File: src/sv/bm3x3_pkg.sv
// Shared types, register codes and the 3x3 window result function.
package bm3x3_pkg;

  localparam int DEF_MAX_WIDTH  = 1024;
  localparam int DEF_MAX_HEIGHT = 4096;

  localparam int CFG_DATA_W  = 13;
  localparam int CFG_INDEX_W = 3;

  localparam logic [7:0] FG_LEVEL = 8'd255;

  // Register indexes on the configuration port
  typedef enum logic [CFG_INDEX_W-1:0] {
    REG_OP_MODE      = 3'd0,
    REG_HIT_MASK     = 3'd1,
    REG_MISS_MASK    = 3'd2,
    REG_FRAME_WIDTH  = 3'd3,
    REG_FRAME_HEIGHT = 3'd4
  } bm3x3_reg_t;

  typedef enum logic [1:0] {
    MODE_ERODE    = 2'd0,
    MODE_DILATE   = 2'd1,
    MODE_HIT_MISS = 2'd2
  } bm3x3_mode_t;

  typedef struct packed {
    bm3x3_mode_t op_mode;
    logic [8:0]  hit_mask;
    logic [8:0]  miss_mask;
  } bm3x3_cfg_t;

  // Window for one result plus where its centre sits in the frame
  typedef struct packed {
    logic [8:0] win;
    logic       ox_first;
    logic       ox_last;
    logic       oy_first;
    logic       oy_last;
  } bm3x3_tap_t;

  function automatic logic morph_result(bm3x3_cfg_t cfg, bm3x3_tap_t tap);
    logic       ring;
    logic       hit_ok;
    logic       miss_ok;
    logic [8:0] refl;
    logic [8:0] inside_frame;
    logic [8:0] inv;
    logic       res;
    ring = tap.ox_first | tap.ox_last | tap.oy_first | tap.oy_last;
    inv  = ~tap.win;
    for (int k = 0; k < 9; k++) begin
      refl[8-k] = cfg.hit_mask[k];
      inside_frame[k] = !((k % 3 == 0) && tap.ox_first) && !((k % 3 == 2) && tap.ox_last) &&
                        !((k / 3 == 0) && tap.oy_first) && !((k / 3 == 2) && tap.oy_last);
    end
    hit_ok  = !ring && ((tap.win & cfg.hit_mask) == cfg.hit_mask);
    miss_ok = !ring && ((inv & cfg.miss_mask) == cfg.miss_mask);
    case (cfg.op_mode)
      MODE_ERODE:    res = hit_ok;
      MODE_DILATE:   res = |(tap.win & refl & inside_frame);
      MODE_HIT_MISS: res = hit_ok & miss_ok;
      default:       res = 1'b0;
    endcase
    return res;
  endfunction

endpackage

File: src/sv/bm3x3_line_store.sv
// Two one-bit line stores sharing one address: bit 1 middle row, bit 0 upper row.
module bm3x3_line_store #(
  parameter int DEPTH = 1024,
  parameter int AW    = $clog2(DEPTH)
) (
  input  logic          clk,
  input  logic          wr_en,
  input  logic [AW-1:0] wr_addr,
  input  logic [1:0]    wr_data,
  input  logic [AW-1:0] rd_addr,
  output logic [1:0]    rd_data
);

  logic [1:0] mem [DEPTH];

  always_ff @(posedge clk) begin
    if (wr_en) begin
      mem[wr_addr] <= wr_data;
    end
    rd_data <= mem[rd_addr];
  end

endmodule

File: src/sv/bm3x3_front.sv
// Position counters, 3x3 window, line store access and the window stage register.
module bm3x3_front import bm3x3_pkg::*; #(
  parameter int MAX_WIDTH  = DEF_MAX_WIDTH,
  parameter int MAX_HEIGHT = DEF_MAX_HEIGHT,
  parameter int WW         = $clog2(MAX_WIDTH + 1),
  parameter int HW         = $clog2(MAX_HEIGHT + 1)
) (
  input  logic          clk,
  input  logic          rst,
  input  logic          restart,
  input  logic          accept,
  input  logic          kind,
  input  logic [7:0]    pixel,
  input  logic [WW-1:0] eff_w,
  input  logic [HW-1:0] eff_h,
  input  logic          s1_free,
  output logic          s1_valid,
  output bm3x3_tap_t    tap
);

  localparam int CW = $clog2(MAX_WIDTH);
  localparam int RW = $clog2(MAX_HEIGHT + 2);

  logic [CW-1:0] col, col_next, rd_addr;
  logic [RW-1:0] row, row_next, h_ext;
  logic [8:0]    window, window_next, shifted, eval;
  logic [1:0]    rd_word;
  logic          act, draining, fg, emit, last_col, eof;
  logic          ox_first, ox_last, oy_first, oy_last;

  always_comb begin
    h_ext    = RW'(eff_h);
    draining = row >= h_ext;
    act      = accept && (draining || !kind);
    fg       = !draining && (pixel == FG_LEVEL);

    shifted     = (window >> 1) & 9'h0DB;
    window_next = shifted | {fg, 2'b00, rd_word[1], 2'b00, rd_word[0], 2'b00};
    eval        = (col == '0) ? shifted : window_next;

    emit     = (row >= RW'(2)) || (row == RW'(1) && col != '0);
    ox_last  = (col == '0);
    ox_first = (col == CW'(1));
    oy_first = ox_last ? (row == RW'(2)) : (row == RW'(1));
    oy_last  = ox_last ? (row == h_ext + RW'(1)) : (row == h_ext);
    eof      = ox_last && oy_last;

    last_col = (WW'(col) == eff_w - WW'(1));
    if (eof) begin
      col_next = '0;
      row_next = '0;
    end else if (last_col) begin
      col_next = '0;
      row_next = row + RW'(1);
    end else begin
      col_next = col + CW'(1);
      row_next = row;
    end

    // prefetch the store entry the next beat will need
    if (rst || restart) begin
      rd_addr = '0;
    end else if (act) begin
      rd_addr = col_next;
    end else begin
      rd_addr = col;
    end
  end

  bm3x3_line_store #(
    .DEPTH (MAX_WIDTH),
    .AW    (CW)
  ) u_store (
    .clk     (clk),
    .wr_en   (act),
    .wr_addr (col),
    .wr_data ({fg, rd_word[1]}),
    .rd_addr (rd_addr),
    .rd_data (rd_word)
  );

  always_ff @(posedge clk) begin
    if (rst || restart) begin
      col    <= '0;
      row    <= '0;
      window <= '0;
    end else if (act) begin
      col    <= col_next;
      row    <= row_next;
      window <= eof ? 9'd0 : window_next;
    end
  end

  always_ff @(posedge clk) begin
    if (rst) begin
      s1_valid <= 1'b0;
    end else if (s1_free) begin
      s1_valid <= act && emit;
    end
  end

  always_ff @(posedge clk) begin
    if (act && emit) begin
      tap.win      <= eval;
      tap.ox_first <= ox_first;
      tap.ox_last  <= ox_last;
      tap.oy_first <= oy_first;
      tap.oy_last  <= oy_last;
    end
  end

endmodule

File: src/sv/bm3x3_kernel.sv
// Morphology operator on the registered window and the output register.
module bm3x3_kernel import bm3x3_pkg::*; (
  input  logic       clk,
  input  logic       rst,
  input  logic       load,
  input  bm3x3_tap_t tap,
  input  bm3x3_cfg_t cfg,
  input  logic       out_stall,
  output logic       out_valid,
  output logic       out_fg,
  output logic       end_of_frame
);

  always_ff @(posedge clk) begin
    if (rst) begin
      out_valid <= 1'b0;
    end else if (load) begin
      out_valid <= 1'b1;
    end else if (!out_stall) begin
      out_valid <= 1'b0;
    end
  end

  always_ff @(posedge clk) begin
    if (load) begin
      out_fg       <= morph_result(cfg, tap);
      end_of_frame <= tap.ox_last && tap.oy_last;
    end
  end

endmodule

File: src/sv/binary_morphology_3x3.sv
// Top level of the streaming 3x3 binary morphology block.
//
// Pixels arrive in raster order, one beat each, and a pixel is foreground
// only when it equals 255. The block returns one binary result per pixel, one
// row plus one pixel behind the input: erosion by hit_mask, dilation by the
// reflected hit_mask, or hit-or-miss (erosion by hit_mask AND erosion of the
// complement by miss_mask); mode code 3 gives 0. Erosion and hit-or-miss give
// 0 on the outer one-pixel ring. After the last pixel of a frame the host
// sends clamped width+1 further beats (flush ticks, or pixels, which are then
// ignored) to drain the tail; the result flagged end_of_frame closes the
// frame. A flush tick sent mid-frame is consumed with no effect. Throughput
// is one beat per clock while the output is not stalled; each result passes
// through the window stage register, loaded when the beat releasing it is
// accepted, and then through the output register.
// The two line stores share one 1-bit-wide-per-row RAM whose next read is
// prefetched, so each beat costs one RAM read and one RAM write. Geometry is
// clamped to 3..MAX_WIDTH by 3..MAX_HEIGHT; writing frame_width or
// frame_height restarts the frame. Registers may only be written while idle.
module binary_morphology_3x3 import bm3x3_pkg::*; #(
  parameter int MAX_WIDTH  = DEF_MAX_WIDTH,
  parameter int MAX_HEIGHT = DEF_MAX_HEIGHT
) (
  input  logic                   clk,
  input  logic                   rst,
  // configuration write port
  input  logic                   cfg_write,
  input  logic [CFG_INDEX_W-1:0] cfg_index,
  input  logic [CFG_DATA_W-1:0]  cfg_data,
  // input beats
  input  logic                   in_valid,
  output logic                   in_stall,
  input  logic                   kind,
  input  logic [7:0]             pixel,
  // result beats
  output logic                   out_valid,
  input  logic                   out_stall,
  output logic                   out_fg,
  output logic                   end_of_frame
);

  localparam int WW = $clog2(MAX_WIDTH + 1);
  localparam int HW = $clog2(MAX_HEIGHT + 1);

  bm3x3_cfg_t  cfg;
  logic [10:0] frame_width;
  logic [12:0] frame_height;
  logic [WW-1:0] eff_w;
  logic [HW-1:0] eff_h;
  logic        restart;
  logic        s1_valid, s1_free, out_load, in_accept;
  bm3x3_tap_t  tap;

  // Configuration registers; geometry writes restart the frame
  always_ff @(posedge clk) begin
    if (rst) begin
      cfg.op_mode   <= MODE_ERODE;
      cfg.hit_mask  <= 9'h1FF;
      cfg.miss_mask <= 9'h000;
      frame_width   <= 11'd640;
      frame_height  <= 13'd480;
    end else if (cfg_write) begin
      case (cfg_index)
        REG_OP_MODE:      cfg.op_mode   <= bm3x3_mode_t'(cfg_data[1:0]);
        REG_HIT_MASK:     cfg.hit_mask  <= cfg_data[8:0];
        REG_MISS_MASK:    cfg.miss_mask <= cfg_data[8:0];
        REG_FRAME_WIDTH:  frame_width   <= cfg_data[10:0];
        REG_FRAME_HEIGHT: frame_height  <= cfg_data[12:0];
        default: ;
      endcase
    end
  end

  assign restart = cfg_write &&
                   (cfg_index == REG_FRAME_WIDTH || cfg_index == REG_FRAME_HEIGHT);

  // Clamp geometry into the supported range
  always_comb begin
    if (frame_width < 11'd3) begin
      eff_w = WW'(3);
    end else if (32'(frame_width) > MAX_WIDTH) begin
      eff_w = WW'(MAX_WIDTH);
    end else begin
      eff_w = WW'(frame_width);
    end
    if (frame_height < 13'd3) begin
      eff_h = HW'(3);
    end else if (32'(frame_height) > MAX_HEIGHT) begin
      eff_h = HW'(MAX_HEIGHT);
    end else begin
      eff_h = HW'(frame_height);
    end
  end

  // Two-register pipeline flow control
  assign out_load  = s1_valid && (!out_valid || !out_stall);
  assign s1_free   = !s1_valid || out_load;
  assign in_stall  = !s1_free;
  assign in_accept = in_valid && s1_free;

  bm3x3_front #(
    .MAX_WIDTH  (MAX_WIDTH),
    .MAX_HEIGHT (MAX_HEIGHT),
    .WW         (WW),
    .HW         (HW)
  ) u_front (
    .clk      (clk),
    .rst      (rst),
    .restart  (restart),
    .accept   (in_accept),
    .kind     (kind),
    .pixel    (pixel),
    .eff_w    (eff_w),
    .eff_h    (eff_h),
    .s1_free  (s1_free),
    .s1_valid (s1_valid),
    .tap      (tap)
  );

  bm3x3_kernel u_kernel (
    .clk          (clk),
    .rst          (rst),
    .load         (out_load),
    .tap          (tap),
    .cfg          (cfg),
    .out_stall    (out_stall),
    .out_valid    (out_valid),
    .out_fg       (out_fg),
    .end_of_frame (end_of_frame)
  );

`ifndef NO_ASSERTIONS
  // a result only appears after a window was waiting in stage one
  assert property (@(posedge clk) disable iff (rst) $rose(out_valid) |-> $past(s1_valid))
    else $error("result valid without a pending window");

  // a full, blocked pipeline must hold the input off
  assert property (@(posedge clk) disable iff (rst)
                   (s1_valid && out_valid && out_stall) |-> in_stall)
    else $error("input taken while pipeline blocked");

  // once the last result is taken with nothing behind it, no result is repeated
  assert property (@(posedge clk) disable iff (rst)
                   (out_valid && !out_stall && !s1_valid) |=> !out_valid)
    else $error("result repeated");
`endif

endmodule
File: config.mk
export PLATFORM = sky130hd
export DESIGN_NAME = binary_morphology_3x3
export DESIGN_NICKNAME = d
export VERILOG_FILES = /design/src/sv/bm3x3_pkg.sv /design/src/sv/bm3x3_line_store.sv /design/src/sv/bm3x3_front.sv /design/src/sv/bm3x3_kernel.sv /design/src/sv/binary_morphology_3x3.sv
export SDC_FILE = /design/constraint.sdc
export NUM_CORES = 2
export LEC_CHECK = 0
export BUFFER_PORTS_ARGS = -buffer_cell sky130_fd_sc_hd__buf_2
export CELL_PAD_IN_SITES_DETAIL_PLACEMENT = 0
export CELL_PAD_IN_SITES_GLOBAL_PLACEMENT = 1
export CORE_MARGIN = 5
export CORE_UTILIZATION = 35
export CTS_CLUSTER_SIZE = 16
export DETAILED_ROUTE_END_ITERATION = 6
export GPL_ROUTABILITY_DRIVEN = 0
export PLACE_DENSITY_LB_ADDON = 0.1
export SLEW_MARGIN = 20
export SYNTH_ARGS = -nofsm -noshare
export SYNTH_HDL_FRONTEND = slang
export SYNTH_SLANG_ARGS = --single-unit
File: constraint.sdc
create_clock -name clk -period 114.8 [get_ports clk]
set_input_delay 5.74 -clock clk [delete_from_list [all_inputs] [get_ports clk]]
set_output_delay 5.74 -clock clk [all_outputs]
set_load 0.1 [all_outputs]
# == Word-level counts from Yosys, hierarchy flattened ==
# Memories as Yosys holds them, arrays and structs flattened. A register that Yosys moved wholly into a read port is not among the register bits.
# Cells that the tools add are included.
# classes
n_addsub,4
order_cmp,6
n_eq_ne,16
mux,19
n_bitwise,10
n_reduce_logical,44
# op_table
op,n
13-bit 2-to-1 mux,4
10-bit 2-to-1 mux,4
9-bit bitwise AND,4
"13-bit by 1-bit adder with 13-bit output, second input constant",2
13-bit equality test,2
11-bit 2-to-1 mux,2
9-bit equality test,2
1-bit logical AND,15
"13-bit by 1-bit equality test with 1-bit output, second input constant",1
"13-bit by 2-bit equality test with 1-bit output, second input constant",1
13-bit >= comparator,1
"13-bit by 2-bit >= comparator with 1-bit output, second input constant",1
"13-bit greater-than comparator, second input constant",1
"13-bit by 2-bit less-than comparator with 1-bit output, second input constant",1
2-bit AND reduction,6
10-bit by 11-bit equality test with 1-bit output,1
"11-bit greater-than comparator, second input constant",1
1-bit zero test,11
"11-bit by 2-bit less-than comparator with 1-bit output, second input constant",1
"11-bit by 1-bit subtractor with 11-bit output, second input constant",1
"10-bit by 1-bit adder with 10-bit output, second input constant",1
"10-bit by 1-bit equality test with 1-bit output, second input constant",1
10-bit zero test,1
10-bit nonzero test,1
other kinds (20),33
# totals
ff_bits,93
ramBits,2048
in_bits,30
out_inout_bits,4
elab_cells,118
n_memories,1
# memory_table
name,words,word_bits,read_ports,rd_clocked_by_memory_dff,wr,line,source
u_front.u_store.mem,1024,2,1,1,1,bm3x3_line_store.sv:14,logic [1:0] mem [DEPTH];

# == Depth between registers and ports, before layout ==
# depth
depth_word,10
depth_mapped,31
ltp_nobuf,21

# == By module ==
# A second synthesis with hierarchy kept.
# hier_totals
cells_unflattened,5405
hier_area_um2,88882.7
# modules_own_cells
module,instances,cells_each,area_each_um2,seq_area_each_um2
bm3x3_line_store,1,4793,83757.8,61539.0
bm3x3_front,1,342,2947.8,991.0
binary_morphology_3x3,1,227,1840.5,880.8
bm3x3_kernel,1,43,336.6,80.1

# == Worst setup path after synthesis ==
# Ideal clock, no wire load.
# synth_path
path_kind,input port to flip-flop
startpoint,input pixel[6]
endpoint,memory u_front.u_store.mem[0][1] (data pin)
setup_time_ps,7795
arrival_time_ps,44153
t_required_ps,107005
slack_ps,62853
path_stages,2
path_buffers,0
cell_sequence,nand4_1 > nor3_1
# synth_between
elab_chain_cells,2
# synth_lines
item,line,source
start: declaration,binary_morphology_3x3.sv:33,"input logic [7:0] pixel,"
8-bit equality test,bm3x3_front.sv:35,fg = !draining && (pixel == FG_LEVEL);
1-bit logical AND,bm3x3_front.sv:35,
net u_front.fg,bm3x3_front.sv:28,"logic act, draining, fg, emit, last_col, eof;"
end: declaration,bm3x3_line_store.sv:14,
# The timed path passes the listed nets, and every way through them passes these cells.

# == Final worst setup path ==
# layout_path
startpoint,input kind
endpoint,"register u_front.u_store.rd_data[0], read port of u_front.u_store.mem"
# layout_between
elab_chain_cells,5
# layout_lines
item,line,source
start: declaration,binary_morphology_3x3.sv:32,"input logic kind,"
1-bit zero test,bm3x3_front.sv:34,act = accept && (draining || !kind);
1-bit logical OR,bm3x3_front.sv:34,
1-bit logical AND,bm3x3_front.sv:34,
10-bit 2-to-1 mux (2 in series),--,
end: declaration,bm3x3_line_store.sv:11,output logic [1:0] rd_data
# No other way between the ends.
# A chain may end at the register's enable or synchronous reset.

==> summary.md <==
| Metric | Value |
|---|---|
| Result of the run | finished, violations left |
| Violations in the final reports | design-rule violations |
| Synth Flop Type | sky130_fd_sc_hd__edfxtp_1 |
| # Max-Cap Violations | 0 |
| Clk pwr share | 44.6% |
| Total via count in the routed design | 83400 |
| Top-level port count | 34 |
| Share of power burned in combinational logic | 6.7% |
| Switching power as a share of total power | between 20% and 30% |
| Finish-stage setup viols | 0 |
| Share of the clock period used by the worst path | 11.8% |
| Post-CTS repair timing setup buffer count | 0 |
| Post-synthesis instance area | 102000 um2 |
| Vert. Die Dim | ~550 um |
| Final instance count without filler cells | approximately 13000 |
| TritonCTS clock tree | yes |
| Number of antenna violations at the first check in global routing | 44 |
| Area of the die | 302000 um2 |
| Yosys warns | 0 |
| Flip-flop and latch count after synthesis | 2140 |
| Clock root buffer | sky130_fd_sc_hd__clkbuf_16 |
| Per-instance average area after synthesis | 10.8 um2 |
| Post-CTS clock slew at the launch and capture registers of the worst setup and hold paths | 60 ps |
| Number of cells upsized or downsized after cts | 0 |
| Post-detailed-routing wire length | 460000 um |
| Highest ir drop seen on vdd | 0.0000132 V |
| Shortest clock period the worst path allows after layout | 13520 ps |
| Fill count | about 28000 |
| Worst min-delay path class | reg2reg |
| Core footprint | 291000 um2 |
| Worst reg-to-reg setup slack | 104160 ps |
| Total clock buffers created by CTS | roughly 250 |
| Arrival time reported for the critical path endpoint | 14360 ps |
| Critical Path Sink Type | flip-flop |
| RSZ-0062 raised after global routing | false |
| Total number of nets in the final design | 9159 |
| Die Width | 550 um |
| Yosys top cell area share | between 60 and 70% |
| P_int | 1.33 mW |
| Initial drt markers | ~11000 |
| TritonCTS Sinks | 2140 |
| Number of hold violations in the final report | 0 |
| # placed instances | 12800 |
| Number of enable flip-flop cells after synthesis | around 2100 |
| Count of hold buffers inserted by post-cts repair | 0 |
| Vias in the first global route | just under 80000 |
| Synth Instances | 9475 |
| Initial core utilization | a little over a third |
| Pin count of the biggest net entering global routing | around 210 |
| Worst-path fanout max | 132 |
| Highest-count cells in the layout ignoring fill and taps | 2063 x sky130_fd_sc_hd__edfxtp_1, 1548 x sky130_fd_sc_hd__nor2_1, 1016 x sky130_fd_sc_hd__nand2_1, 583 x sky130_fd_sc_hd__o21ai_0, 421 x sky130_fd_sc_hd__a21oi_1 |
| Netlist cell types | 107 |
| Net switching power figure | around 430 uW |
| Proportion of power drawn by flip-flops and latches | 48.7% |
| Via density per instance | around 6.3 |
| Slew margin rel. | 8.84% |
| Share of layout cells above drive strength 1 | 8.82% |
| Count of H-tree levels built during CTS | 4 |
| Power Dens Cells | 15.5 nW/um2 |
| Clock skew after layout | 86.3 ps |
| Cell accounting for the most synthesized area | sky130_fd_sc_hd__edfxtp_1 |
| Routed length per instance | 34.8 um |
| Buffer depth of the longest clock path | 4 |
| Number of slew-limit violations in the final report | 0 |
| Asr flop ratio synth | 0% |
| Maximum clock rate | 74.0 MHz |
| Area growth from synthesis to layout | 11.9% |
| Row Count | roughly 200 |
| Worst Max-Slew Pin Slew | 1360 ps |
| Total global routing overflow | 0 |
| Wire length of the first global-routing pass | between 600000 and 700000 um |
| Final routed DRC violation total | 2 |
| Insertion delay to the later sink of the worst-skew pair | just under 1000 ps |
| Antenna-violating nets left | 0 |
| Total Routing Usage GR | 29.4% |
| Number of buffers inserted by port buffering | 33 |
| Leading cell types by total area after synthesis | sky130_fd_sc_hd__edfxtp_1 61%, sky130_fd_sc_hd__nor2_1 5.7%, sky130_fd_sc_hd__nand2_1 3.8% |
| Start-to-end type of the worst setup path | in2reg |
| Leakage power | ~33 nW |
| Startpoint types | input port |
| DP HPWL | ~260000 um |
| Data required time at the worst endpoint | 115640 ps |
| Sequential fraction of the synthesis area | 62.2% |
| Number of detailed-route iterations in the first pass | 7 |
| Most frequent standard cell in the layout excluding fill and tap cells | sky130_fd_sc_hd__edfxtp_1 |
| Net count of the mapped netlist | 9527 |
| Final setup TNS | 0 ps |
worst paths after layout:
| kind | startpoint | end | cells past startpoint |
|---|---|---|---|
| worst min register to register | u_front.window[4]$_SDFFE_PP0P_ | u_front.tap[7]$_DFFE_PP_ | 0 |
| worst min-delay path | u_front.window[4]$_SDFFE_PP0P_ | u_front.tap[7]$_DFFE_PP_ | 0 |
| worst max-delay path | kind | u_front.u_store.rd_data[0]$_DFF_P_ | 18 |
| worst max register to register | frame_height[7]$_SDFFE_PP1P_ | u_front.u_store.rd_data[0]$_DFF_P_ | 23 |
worst max-delay path: stages:
cell and delay [ps]:
sky130_fd_sc_hd__buf_2 90, sky130_fd_sc_hd__nand2_1 110, sky130_fd_sc_hd__nor3_1 710, sky130_fd_sc_hd__a21oi_1 450
sky130_fd_sc_hd__xnor2_2 250, sky130_fd_sc_hd__buf_4 250, sky130_fd_sc_hd__a211oi_2 1000, sky130_fd_sc_hd__nand2_8 710
sky130_fd_sc_hd__inv_16 690, sky130_fd_sc_hd__buf_4 590, sky130_fd_sc_hd__buf_4 620, sky130_fd_sc_hd__o22ai_1 440
sky130_fd_sc_hd__o21ai_0 830, sky130_fd_sc_hd__a21oi_1 60, sky130_fd_sc_hd__o21ai_0 950, sky130_fd_sc_hd__o21ai_1 180
sky130_fd_sc_hd__o2111ai_1 200, sky130_fd_sc_hd__and4_1 260
per-stage QoR:
stage / worst slack, ps / instance area, um2 / power, mW / util [%] / hold slack [ps]
floorplan: 62850 / 102000 / 0.954 / - / 408
global placement: 100430 / 106000 / 0.992 / 36.5 / 417
detailed placement: 100650 / 106000 / 0.993 / 36.5 / 420
CTS: 101570 / 114000 / 1.78 / 39.3 / 433
global route: 101280 / 114000 / 1.82 / 39.3 / 457
finish: 101280 / 114000 / 1.77 / 39.3 / 429
power groups by stage:
stage	clock network, mW	logic [mW]	registers (mW)
after floorplan	0	0.0609	0.893
after global placement	0	0.116	0.876
after detailed placement	0	0.116	0.876
after CTS	0.800	0.117	0.860
after global routing	0.831	0.124	0.860
final	0.788	0.118	0.860
cell type report:
type	count	area (um2)	area share (%)
Sequential cell	2140	63500	55.6
Multi-Input combinational cell	6365	35100	30.7
Clock buffer	321	6540	5.73
Tap cell	3900	4880	4.28
Timing Repair Buffer	317	2540	2.23
Clock inverter	138	1340	1.17
Inverter	38	180	0.158
Antenna cell	20	50.0	0.0439
logic make-up after synthesis:
family	Yosys count	share of synthesized area, %
muxes	86	0.856
and+or+nand+nor	3570	15.1
adders and majority gates	22	0.270
buffers and inverters	970	3.94
xor gates and xnor gates	36	0.323
AOI/OAI and AO/OA	2651	17.2
DFF	2140	62.2
sequential cells by signal, summed over array words and instances, names as in the netlist:
name and count:
cfg 20, u_kernel.out_fg 1, frame_height 13, u_front.u_store.mem 2048, u_front.window 6, u_front.col 10
u_front.u_store.rd_data 2, u_kernel.end_of_frame 1, u_front.row 13, frame_width 11, u_front.s1_valid 1, u_front.tap 13
u_kernel.out_valid 1
synthesized netlist by cell type (94+ instances only):
cell and instances:
sky130_fd_sc_hd__o211ai_1 329, sky130_fd_sc_hd__edfxtp_1 2063, sky130_fd_sc_hd__nor3_1 198, sky130_fd_sc_hd__clkbuf_1 648
sky130_fd_sc_hd__o221ai_1 137, sky130_fd_sc_hd__o21ai_0 583, sky130_fd_sc_hd__buf_2 184, sky130_fd_sc_hd__nand3_1 302
sky130_fd_sc_hd__or3_1 163, sky130_fd_sc_hd__a211oi_1 136, sky130_fd_sc_hd__a21oi_1 422, sky130_fd_sc_hd__a31oi_1 185
sky130_fd_sc_hd__nand2_1 1025, sky130_fd_sc_hd__nor4_1 94, sky130_fd_sc_hd__o22ai_1 317, sky130_fd_sc_hd__nor2_1 1557
routing by layer:
metal	wire [um]	track usage (%)	part of all wire (%)
met4	23300	12.8	5.1
met1	192000	40.5	42
met3	41500	5.79	9.0
met5	48	0	0.010
met2	204000	45.2	44
No activity file was read; power rests on OpenSTA's default activity.
